File: config.mk
export PLATFORM = sky130hd
export DESIGN_NAME = sorted_list_engine
export DESIGN_NICKNAME = d
export VERILOG_FILES = /design/src/sle_pkg.sv /design/src/sorted_list_engine.sv /design/src/sle_ram.sv /design/src/sle_ctrl.sv /design/src/sle_datapath.sv
export SDC_FILE = /design/constraint.sdc
export NUM_CORES = 1
export LEC_CHECK = 0
export BUFFER_PORTS_ARGS = -buffer_cell sky130_fd_sc_hd__buf_2
export CORE_MARGIN = 5
export CORE_UTILIZATION = 55
export CTS_CLUSTER_SIZE = 16
export DETAILED_ROUTE_END_ITERATION = 10
export GPL_TIMING_DRIVEN = 0
export MAX_ROUTING_LAYER = met4
export PLACE_DENSITY_LB_ADDON = 0.1
export REMOVE_ABC_BUFFERS = 1
export SYNTH_ARGS = -nofsm -noshare
export SYNTH_HDL_FRONTEND = slang
export SYNTH_SLANG_ARGS = --single-unit
File: constraint.sdc
create_clock -name i_clk -period 4.3 [get_ports i_clk]
set_input_delay 1.075 -clock i_clk [delete_from_list [all_inputs] [get_ports i_clk]]
set_output_delay 1.075 -clock i_clk [all_outputs]
set_load 0.02 [all_outputs]
File: src/sle_pkg.sv
// ----------------------------------------------------------------------------
// sle_pkg: shared definitions for the sorted list engine
// Operation codes, field widths and the command and status bundles that pass
// between the controller and the datapath.
// ----------------------------------------------------------------------------
package sle_pkg;

    localparam int CAPACITY_DEF = 16;
    localparam int VALUE_W      = 32;
    localparam int FUNC_W       = 2;
    localparam int ENTRY_W      = 5;
    localparam int IN_DATA_W    = 32;
    localparam int OUT_DATA_W   = 8;

    typedef enum logic [FUNC_W-1:0] {
        FUNC_INSERT   = 2'd0,
        FUNC_REMOVE   = 2'd1,
        FUNC_CONTAINS = 2'd2
    } t_func;

    typedef struct packed {
        logic start;
        logic check;
        logic eval;
        logic load_out;
    } t_cmd;

    typedef struct packed {
        logic finish;
    } t_sts;

endpackage

File: src/sorted_list_engine.sv
// ----------------------------------------------------------------------------
// sorted_list_engine: bounded sorted multiset of signed 32-bit values
// Insert, remove-one and membership test over an ascending entry store.
// ----------------------------------------------------------------------------
// Operations arrive on the s_axis channel: tuser carries the operation
// (insert, remove one match, test membership) and tdata the signed value.
// Each transfer yields exactly one result on the m_axis channel carrying an
// ok flag, the entry count after the operation and an empty flag.
// Entries live in a memory of CAPACITY words and are walked one word per
// check and evaluate step pair (read, then compare and shift). Insert scans
// down from the top, remove and the membership test scan up from the bottom
// and stop early once the stored value passes the key before any match. One
// operation is in progress at a time; the input is ready again as soon as
// the result is in the output register.
// Reset empties the list at once. When the receiver stalls, the result waits
// in the output register; the next operation may be taken and worked on, but
// it holds its result until the register has been emptied.
// ----------------------------------------------------------------------------
module sorted_list_engine #(
    parameter int CAPACITY = sle_pkg::CAPACITY_DEF
) (
    input  logic                            i_clk,
    input  logic                            i_rst_n,
    input  logic                            s_axis_tvalid,
    output logic                            s_axis_tready,
    input  logic [sle_pkg::IN_DATA_W-1:0]   s_axis_tdata,  // [31:0] value
    input  logic [sle_pkg::FUNC_W-1:0]      s_axis_tuser,  // [1:0] func
    output logic                            m_axis_tvalid,
    input  logic                            m_axis_tready,
    output logic [sle_pkg::OUT_DATA_W-1:0]  m_axis_tdata   // [0] ok, [5:1] entry_count,
                                                           // [6] empty_res, [7] zero
);

    sle_pkg::t_cmd w_cmd;
    sle_pkg::t_sts w_sts;

    sle_ctrl u_ctrl (
        .i_clk       (i_clk),
        .i_rst_n     (i_rst_n),
        .i_in_valid  (s_axis_tvalid),
        .o_in_ready  (s_axis_tready),
        .i_out_ready (m_axis_tready),
        .o_out_valid (m_axis_tvalid),
        .i_sts       (w_sts),
        .o_cmd       (w_cmd)
    );

    sle_datapath #(
        .CAPACITY (CAPACITY)
    ) u_datapath (
        .i_clk    (i_clk),
        .i_rst_n  (i_rst_n),
        .i_cmd    (w_cmd),
        .o_sts    (w_sts),
        .i_func   (s_axis_tuser),
        .i_value  (s_axis_tdata),
        .o_result (m_axis_tdata)
    );

    a_one_in_flight: assert property (@(posedge i_clk) disable iff (!i_rst_n)
        s_axis_tvalid && s_axis_tready |=> !s_axis_tready)
        else $error("input accepted while an operation is in progress");

    a_no_overwrite: assert property (@(posedge i_clk) disable iff (!i_rst_n)
        w_cmd.load_out |-> (!m_axis_tvalid || m_axis_tready))
        else $error("result loaded over one not yet taken");

    a_result_shown: assert property (@(posedge i_clk) disable iff (!i_rst_n)
        w_cmd.load_out |=> m_axis_tvalid)
        else $error("loaded result not presented");

    a_phase_exclusive: assert property (@(posedge i_clk) disable iff (!i_rst_n)
        !(w_cmd.check && w_cmd.eval) && !(w_cmd.start && (w_cmd.check || w_cmd.eval)))
        else $error("controller phases overlap");

endmodule

File: src/sle_ram.sv
// ----------------------------------------------------------------------------
// sle_ram: generic single-write, single-read memory
// One write port and one read port with registered read data.
// ----------------------------------------------------------------------------
module sle_ram #(
    parameter int WIDTH = 32,
    parameter int DEPTH = 16,
    localparam int AW   = (DEPTH > 1) ? $clog2(DEPTH) : 1
) (
    input  logic             i_clk,
    input  logic             i_wr_en,
    input  logic [AW-1:0]    i_wr_addr,
    input  logic [WIDTH-1:0] i_wr_data,
    input  logic [AW-1:0]    i_rd_addr,
    output logic [WIDTH-1:0] o_rd_data
);

    logic [WIDTH-1:0] r_mem [DEPTH];
    logic [WIDTH-1:0] r_rd_data;

    always_ff @(posedge i_clk) begin
        if (i_wr_en) begin
            r_mem[i_wr_addr] <= i_wr_data;
        end
        r_rd_data <= r_mem[i_rd_addr];
    end

    assign o_rd_data = r_rd_data;

endmodule

File: src/sle_ctrl.sv
// ----------------------------------------------------------------------------
// sle_ctrl: sequencing controller for the sorted list engine
// Steps each operation through check and evaluate phases and owns the
// output valid flag.
// ----------------------------------------------------------------------------
module sle_ctrl (
    input  logic          i_clk,
    input  logic          i_rst_n,
    input  logic          i_in_valid,
    output logic          o_in_ready,
    input  logic          i_out_ready,
    output logic          o_out_valid,
    input  sle_pkg::t_sts i_sts,
    output sle_pkg::t_cmd o_cmd
);

    typedef enum logic [1:0] {
        S_IDLE,
        S_CHECK,
        S_EVAL,
        S_DONE
    } t_state;

    t_state r_state, n_state;
    logic   r_out_valid, n_out_valid;

    always_comb begin
        o_cmd          = '0;
        o_cmd.start    = (r_state == S_IDLE) && i_in_valid;
        o_cmd.check    = (r_state == S_CHECK);
        o_cmd.eval     = (r_state == S_EVAL);
        o_cmd.load_out = (r_state == S_DONE) && (!r_out_valid || i_out_ready);

        n_state = r_state;
        case (r_state)
            S_IDLE: begin
                if (i_in_valid) begin
                    n_state = S_CHECK;
                end
            end
            S_CHECK: begin
                n_state = i_sts.finish ? S_DONE : S_EVAL;
            end
            S_EVAL: begin
                n_state = i_sts.finish ? S_DONE : S_CHECK;
            end
            S_DONE: begin
                if (o_cmd.load_out) begin
                    n_state = S_IDLE;
                end
            end
            default: begin
                n_state = S_IDLE;
            end
        endcase

        if (o_cmd.load_out) begin
            n_out_valid = 1'b1;
        end else if (i_out_ready) begin
            n_out_valid = 1'b0;
        end else begin
            n_out_valid = r_out_valid;
        end
    end

    always_ff @(posedge i_clk) begin
        if (!i_rst_n) begin
            r_state     <= S_IDLE;
            r_out_valid <= 1'b0;
        end else begin
            r_state     <= n_state;
            r_out_valid <= n_out_valid;
        end
    end

    assign o_in_ready  = (r_state == S_IDLE);
    assign o_out_valid = r_out_valid;

endmodule

File: src/sle_datapath.sv
// ----------------------------------------------------------------------------
// sle_datapath: entry store, scan index and result register
// Walks the sorted entry memory one word per evaluate step, shifting entries
// to open or close a gap, and keeps the entry count.
// ----------------------------------------------------------------------------
module sle_datapath #(
    parameter int CAPACITY = sle_pkg::CAPACITY_DEF
) (
    input  logic                            i_clk,
    input  logic                            i_rst_n,
    input  sle_pkg::t_cmd                   i_cmd,
    output sle_pkg::t_sts                   o_sts,
    input  logic [sle_pkg::FUNC_W-1:0]      i_func,
    input  logic [sle_pkg::VALUE_W-1:0]     i_value,
    output logic [sle_pkg::OUT_DATA_W-1:0]  o_result
);

    localparam int AW = (CAPACITY > 1) ? $clog2(CAPACITY) : 1;
    localparam int CW = $clog2(CAPACITY + 1);

    logic [sle_pkg::FUNC_W-1:0]     r_func, n_func;
    logic signed [sle_pkg::VALUE_W-1:0] r_key, n_key;
    logic [CW-1:0]                  r_idx, n_idx;
    logic [CW-1:0]                  r_count, n_count;
    logic                           r_found, n_found;
    logic                           r_res_ok, n_res_ok;
    logic [sle_pkg::OUT_DATA_W-1:0] r_result, n_result;

    logic                               w_wr_en;
    logic [AW-1:0]                      w_wr_addr;
    logic signed [sle_pkg::VALUE_W-1:0] w_wr_data;
    logic [AW-1:0]                      w_rd_addr;
    logic signed [sle_pkg::VALUE_W-1:0] w_rd_data;
    logic [CW-1:0]                      w_idx_dec;
    logic                               w_eq;
    logic                               w_gt;
    logic                               w_finish;

    sle_ram #(
        .WIDTH (sle_pkg::VALUE_W),
        .DEPTH (CAPACITY)
    ) u_ram (
        .i_clk     (i_clk),
        .i_wr_en   (w_wr_en),
        .i_wr_addr (w_wr_addr),
        .i_wr_data (w_wr_data),
        .i_rd_addr (w_rd_addr),
        .o_rd_data (w_rd_data)
    );

    assign w_idx_dec = r_idx - 1'b1;
    assign w_rd_addr = (r_func == sle_pkg::FUNC_INSERT) ? w_idx_dec[AW-1:0] : r_idx[AW-1:0];
    assign w_eq      = (w_rd_data == r_key);
    assign w_gt      = (w_rd_data > r_key);

    always_comb begin
        n_func    = r_func;
        n_key     = r_key;
        n_idx     = r_idx;
        n_count   = r_count;
        n_found   = r_found;
        n_res_ok  = r_res_ok;
        n_result  = r_result;
        w_wr_en   = 1'b0;
        w_wr_addr = r_idx[AW-1:0];
        w_wr_data = r_key;
        w_finish  = 1'b0;

        if (i_cmd.start) begin
            n_func  = i_func;
            n_key   = i_value;
            n_found = 1'b0;
            n_idx   = (i_func == sle_pkg::FUNC_INSERT) ? r_count : '0;
        end

        if (i_cmd.check) begin
            case (r_func)
                sle_pkg::FUNC_INSERT: begin
                    if (r_count == CW'(CAPACITY)) begin
                        w_finish = 1'b1;
                        n_res_ok = 1'b0;
                    end else if (r_idx == '0) begin
                        w_wr_en  = 1'b1;
                        w_finish = 1'b1;
                        n_res_ok = 1'b1;
                        n_count  = r_count + 1'b1;
                    end
                end
                sle_pkg::FUNC_REMOVE: begin
                    if (r_idx == r_count) begin
                        w_finish = 1'b1;
                        n_res_ok = r_found;
                        if (r_found) begin
                            n_count = r_count - 1'b1;
                        end
                    end
                end
                sle_pkg::FUNC_CONTAINS: begin
                    if (r_idx == r_count) begin
                        w_finish = 1'b1;
                        n_res_ok = 1'b0;
                    end
                end
                default: begin
                    w_finish = 1'b1;
                    n_res_ok = 1'b0;
                end
            endcase
        end

        if (i_cmd.eval) begin
            case (r_func)
                sle_pkg::FUNC_INSERT: begin
                    w_wr_en = 1'b1;
                    if (w_gt) begin
                        w_wr_data = w_rd_data;
                        n_idx     = w_idx_dec;
                    end else begin
                        w_finish = 1'b1;
                        n_res_ok = 1'b1;
                        n_count  = r_count + 1'b1;
                    end
                end
                sle_pkg::FUNC_REMOVE: begin
                    if (r_found) begin
                        w_wr_en   = 1'b1;
                        w_wr_addr = w_idx_dec[AW-1:0];
                        w_wr_data = w_rd_data;
                        n_idx     = r_idx + 1'b1;
                    end else if (w_eq) begin
                        n_found = 1'b1;
                        n_idx   = r_idx + 1'b1;
                    end else if (w_gt) begin
                        w_finish = 1'b1;
                        n_res_ok = 1'b0;
                    end else begin
                        n_idx = r_idx + 1'b1;
                    end
                end
                sle_pkg::FUNC_CONTAINS: begin
                    if (w_eq) begin
                        w_finish = 1'b1;
                        n_res_ok = 1'b1;
                    end else if (w_gt) begin
                        w_finish = 1'b1;
                        n_res_ok = 1'b0;
                    end else begin
                        n_idx = r_idx + 1'b1;
                    end
                end
                default: begin
                    w_finish = 1'b1;
                    n_res_ok = 1'b0;
                end
            endcase
        end

        if (i_cmd.load_out) begin
            n_result = {1'b0, (r_count == '0), sle_pkg::ENTRY_W'(r_count), r_res_ok};
        end
    end

    always_ff @(posedge i_clk) begin
        if (!i_rst_n) begin
            r_count <= '0;
        end else begin
            r_count <= n_count;
        end
        r_func   <= n_func;
        r_key    <= n_key;
        r_idx    <= n_idx;
        r_found  <= n_found;
        r_res_ok <= n_res_ok;
        r_result <= n_result;
    end

    assign o_sts.finish = w_finish;
    assign o_result     = r_result;

endmodule
==> flow_summary.yaml <==
detailed_routing:
  drt_pass1_iterations: 5
  ant_nets: 0
  postRouteWirelength_um: 55300
  routed-via-count: 12600
  detailedRoute.firstIterationViolations: 1227
  routed_via_density: 6.26
  post-route-drc-count: 0
  wire_length_per_cell_um: 27.6
synth:
  synth_sequential_area_ratio_pct: 72.2
  syn-mean-instance-area_um2: 19.6
  netlist_area_um2: 24300
  flip_flop_and_latch_count_after_synthesis: 600
  asyncSetResetFlopFracSynth_pct: 0
  netlist-cell-type-count: 67
  postSynth.topFlopCell: "sky130_fd_sc_hd__edfxtp_1"
  synthCells: 1240
  edff_count_synth: 553
  synthesis.yosys.warnings: 0
cts:
  clk_pin_slew_worst_paths_ns: 0.06
  cts_tree: "yes"
  cts_max_level: 2
  ctsRootBufferMaster: "sky130_fd_sc_hd__clkbuf_16"
  tritoncts_sink_count: 600
  clock_latency_ns: 0.65
  postCtsHoldBufs: 0
  clock_path_buffers: 3
  cts_inserted_buffers: 60
final_layout:
  fin_util_pct: 64.8
  antenna_cells_inserted: 0
  synthToLayoutAreaGrowth_pct: 17.1
  final_nets: 1441
  final_layout_size_suffix_gt1_share_pct: 30.2
place:
  place_worst_setup_slack_ns: -0.354
  detailed_place_hpwl_um: 33800
  gpl.final_weighted_congestion: 0.902
  io_buffer_count: 46
global_route:
  grt_use_total_pct: 23.9
  grt_pass1_wl_um: 81300
  antenna_found_initial: 0
  grt_start_max_net_pins: 34
  first_global_vias: 12600
  grt_overflow_total: 0
timing:
  post_route_setup_slack_ns: 0.198
  fmax_mhz: 244
  setup_repair_after_global_routing_missed_its_margin: "no"
  worst_slew_margin_rel_pct: 11.4
  worst_clock_skew_ns: 0.0350
  report.final.slew_viol_count: 0
  final_min_period_over_clock_period_pct: 95.4
  setup-tns-final_ns: 0
  finalWorstPathRequiredPeriod_ns: 4.10
  finalSetupViolCount: 0
  worst-slew-pin-transition_ns: 1.33
  fin_hold_ws_ns: 0.506
  hold_viol: 0
floorplanning:
  die_height_um: 220
  starting_utilization_of_the_core_area_pct: 55.3
  io_pins: 48
  core-area_um2: 43900
  floorplan.rows: 77
  die_area_um2: 48500
  die_x_um: 220
hold_path:
  hold-path-endpoint: "u_ctrl.o_out_valid"
  holdCritStartpoint: "u_ctrl.o_out_valid"
  min-delay-path-class: "register to register"
  holdPathStages: 2
worst_setup_path:
  worst_r2r_endpoint: "u_datapath.u_ram.o_rd_data[13]"
  critPathMaxFanout: 33
  crit_required_ns: 4.80
  crit_arrival_ns: 4.60
  timing.critical_path.from: "u_datapath.r_func[1]"
  setup_crit_path_kind: "register to register"
  end_kind: "register"
  reg2reg_setup_slack_ns: 0.20
  timing.rr.start: "u_datapath.r_func[1]"
  r2r_cells: 10
  start_kind: "register"
flow_run:
  cap_violations: 0
run_status:
  status: "complete, no violations"
power:
  leakagePower_nw: 9.65
  worst_ir_drop_vdd_mv: 0.390
  cellPowerDensity_nw_per_um2: 591
==> worst max-delay path, stage by stage, from the launching register on <==
cell                       delay, ns
sky130_fd_sc_hd__edfxtp_1       0.44
sky130_fd_sc_hd__inv_1          0.12
sky130_fd_sc_hd__ha_1           1.05
sky130_fd_sc_hd__nand2_1        0.34
sky130_fd_sc_hd__o21ai_4        0.38
sky130_fd_sc_hd__buf_16         0.25
sky130_fd_sc_hd__buf_16         0.19
sky130_fd_sc_hd__buf_16         0.18
sky130_fd_sc_hd__buf_16         0.17
sky130_fd_sc_hd__mux4_2         0.32
sky130_fd_sc_hd__mux4_2         0.49
==> sequential cells by signal, summed over array words and instances (netlist names) <==
register                    flops
u_ctrl.r_state                  2
u_datapath.r_idx                5
u_datapath.r_res_ok             1
u_datapath.o_result             7
u_datapath.u_ram.r_mem        512
u_ctrl.o_out_valid              1
u_datapath.r_found              1
u_datapath.r_key               32
u_datapath.r_func               2
u_datapath.r_count              5
u_datapath.u_ram.o_rd_data     32
==> cells in the mapped netlist (3+ instances only) <==
library cell                instances  share of area, %
sky130_fd_sc_hd__a211oi_1           4              0.12
sky130_fd_sc_hd__a21boi_0           3             0.093
sky130_fd_sc_hd__a21o_1             6              0.19
sky130_fd_sc_hd__a21oi_1           28              0.58
sky130_fd_sc_hd__a21oi_2            3              0.11
sky130_fd_sc_hd__a22o_1            32               1.2
sky130_fd_sc_hd__a22oi_1            3             0.093
sky130_fd_sc_hd__a311oi_1           3              0.11
sky130_fd_sc_hd__a31oi_1            5              0.13
sky130_fd_sc_hd__and2_1             6              0.15
sky130_fd_sc_hd__and3_1             5              0.13
sky130_fd_sc_hd__buf_1             18              0.28
sky130_fd_sc_hd__buf_2             14              0.29
sky130_fd_sc_hd__clkbuf_1          28              0.43
sky130_fd_sc_hd__dfxtp_1           47               3.9
sky130_fd_sc_hd__edfxtp_1         553                68
sky130_fd_sc_hd__ha_1              40               2.1
sky130_fd_sc_hd__inv_1             45              0.70
sky130_fd_sc_hd__mux2i_1            7              0.29
sky130_fd_sc_hd__mux4_2           160                15
sky130_fd_sc_hd__nand2_1           26              0.40
sky130_fd_sc_hd__nand2b_1           6              0.15
sky130_fd_sc_hd__nand3_1           21              0.43
sky130_fd_sc_hd__nand4_1           11              0.28
sky130_fd_sc_hd__nor2_1            39              0.60
sky130_fd_sc_hd__nor2b_1            6              0.15
sky130_fd_sc_hd__nor3_1            17              0.35
sky130_fd_sc_hd__o2111ai_1          4              0.14
sky130_fd_sc_hd__o211a_1            4              0.16
sky130_fd_sc_hd__o211ai_1           5              0.15
sky130_fd_sc_hd__o21a_1             5              0.15
sky130_fd_sc_hd__o21ai_0           17              0.35
sky130_fd_sc_hd__o22ai_1            5              0.13
sky130_fd_sc_hd__o31ai_1            3             0.093
sky130_fd_sc_hd__or3_1              3             0.077
sky130_fd_sc_hd__xnor2_1            6              0.22
sky130_fd_sc_hd__xor2_1            12              0.43
==> cells in the final DEF, fill, tap and decap left out, types with 10 or more instances in the layout <==
master and n:
sky130_fd_sc_hd__edfxtp_1 553, sky130_fd_sc_hd__buf_16 11, sky130_fd_sc_hd__xor2_1 10, sky130_fd_sc_hd__buf_2 46, sky130_fd_sc_hd__nand3_1 21, sky130_fd_sc_hd__a22o_1 32, sky130_fd_sc_hd__o21ai_0 16, sky130_fd_sc_hd__clkbuf_8 13
sky130_fd_sc_hd__clkinv_2 14, sky130_fd_sc_hd__inv_1 44, sky130_fd_sc_hd__buf_8 14, sky130_fd_sc_hd__buf_12 24, sky130_fd_sc_hd__nor2_1 33, sky130_fd_sc_hd__ha_1 40, sky130_fd_sc_hd__mux4_2 160, sky130_fd_sc_hd__buf_6 10
sky130_fd_sc_hd__clkbuf_16 60, sky130_fd_sc_hd__nand4_1 11, sky130_fd_sc_hd__dfxtp_1 47, sky130_fd_sc_hd__nor3_1 13, sky130_fd_sc_hd__buf_4 20, sky130_fd_sc_hd__a21oi_1 27, sky130_fd_sc_hd__nand2_1 26
==> how the worst max path moves through the flow <==
stage          slack (ns)                        endpoint
4_1_cts              0.04  u_datapath.u_ram.r_mem[15][23]
5_1_grt              0.04   u_datapath.u_ram.o_rd_data[1]
2_1_floorplan       -9.74   u_datapath.u_ram.o_rd_data[0]
3_5_place_dp        -0.35  u_datapath.u_ram.r_mem[12][26]
3_3_place_gp       -16.20   u_datapath.u_ram.o_rd_data[1]
6_report             0.20  u_datapath.u_ram.o_rd_data[13]
==> cell families after synthesis <==
| kind of cell | synth area share [%] |
|---|---|
| compound gates | 4.66 |
| fa+ha+maj | 2.06 |
| mux | 15.2 |
| flops | 72.2 |
| xor+xnor | 0.649 |
| other cells | 0.0154 |
| buf+inv | 1.95 |
| simple gates | 3.25 |
==> stage by stage <==
| step | total power, mW | cells | instance area [um2] |
|---|---|---|---|
| 2_1_floorplan | 10.8 | 1176 | 24000 |
| 3_3_place_gp | 11.6 | 1814 | 25000 |
| 3_5_place_dp | 11.6 | 1869 | 26100 |
| 4_1_cts | 16.9 | 1984 | 28200 |
| 5_1_grt | 17.5 | 2007 | 28500 |
| 6_report | 16.8 | 2007 | 28500 |
==> cell type report <==
class                      count  area, um2
sequential                   600      17500
fill                        2986      15500
multi-input combinational    531       6460
clock buffer                  80       1710
timing repair buffer         125       1490
tap                          592        741
clock inverter                34        348
inverter                      45        169
==> power breakdown <==
| part | switching, mW | leakage [nW] | internal (mW) |
|---|---|---|---|
| clock | 2.20 | 1.02 | 3.10 |
| sequential | 0.248 | 5.39 | 6.95 |
| combinational | 2.26 | 3.24 | 2.07 |
==> repair_timing <==
action	in CTS	in global routing
setup buffers	1	23
resized for setup	2	3
endpoints found under the setup margin	29	474
pin swaps	1	5
==> layer usage <==
layer  part of all wire, %  wire length [um]  up-vias  track usage, %
met1                    41             22500     6587            32.3
li1                      -                 -     5360               -
met4                   2.7              1500        0            7.51
met5                     0                 0        -               -
met3                   6.7              3710      107            3.98
met2                    50             27600      518            38.0
Power figures use the tool's default switching activity.
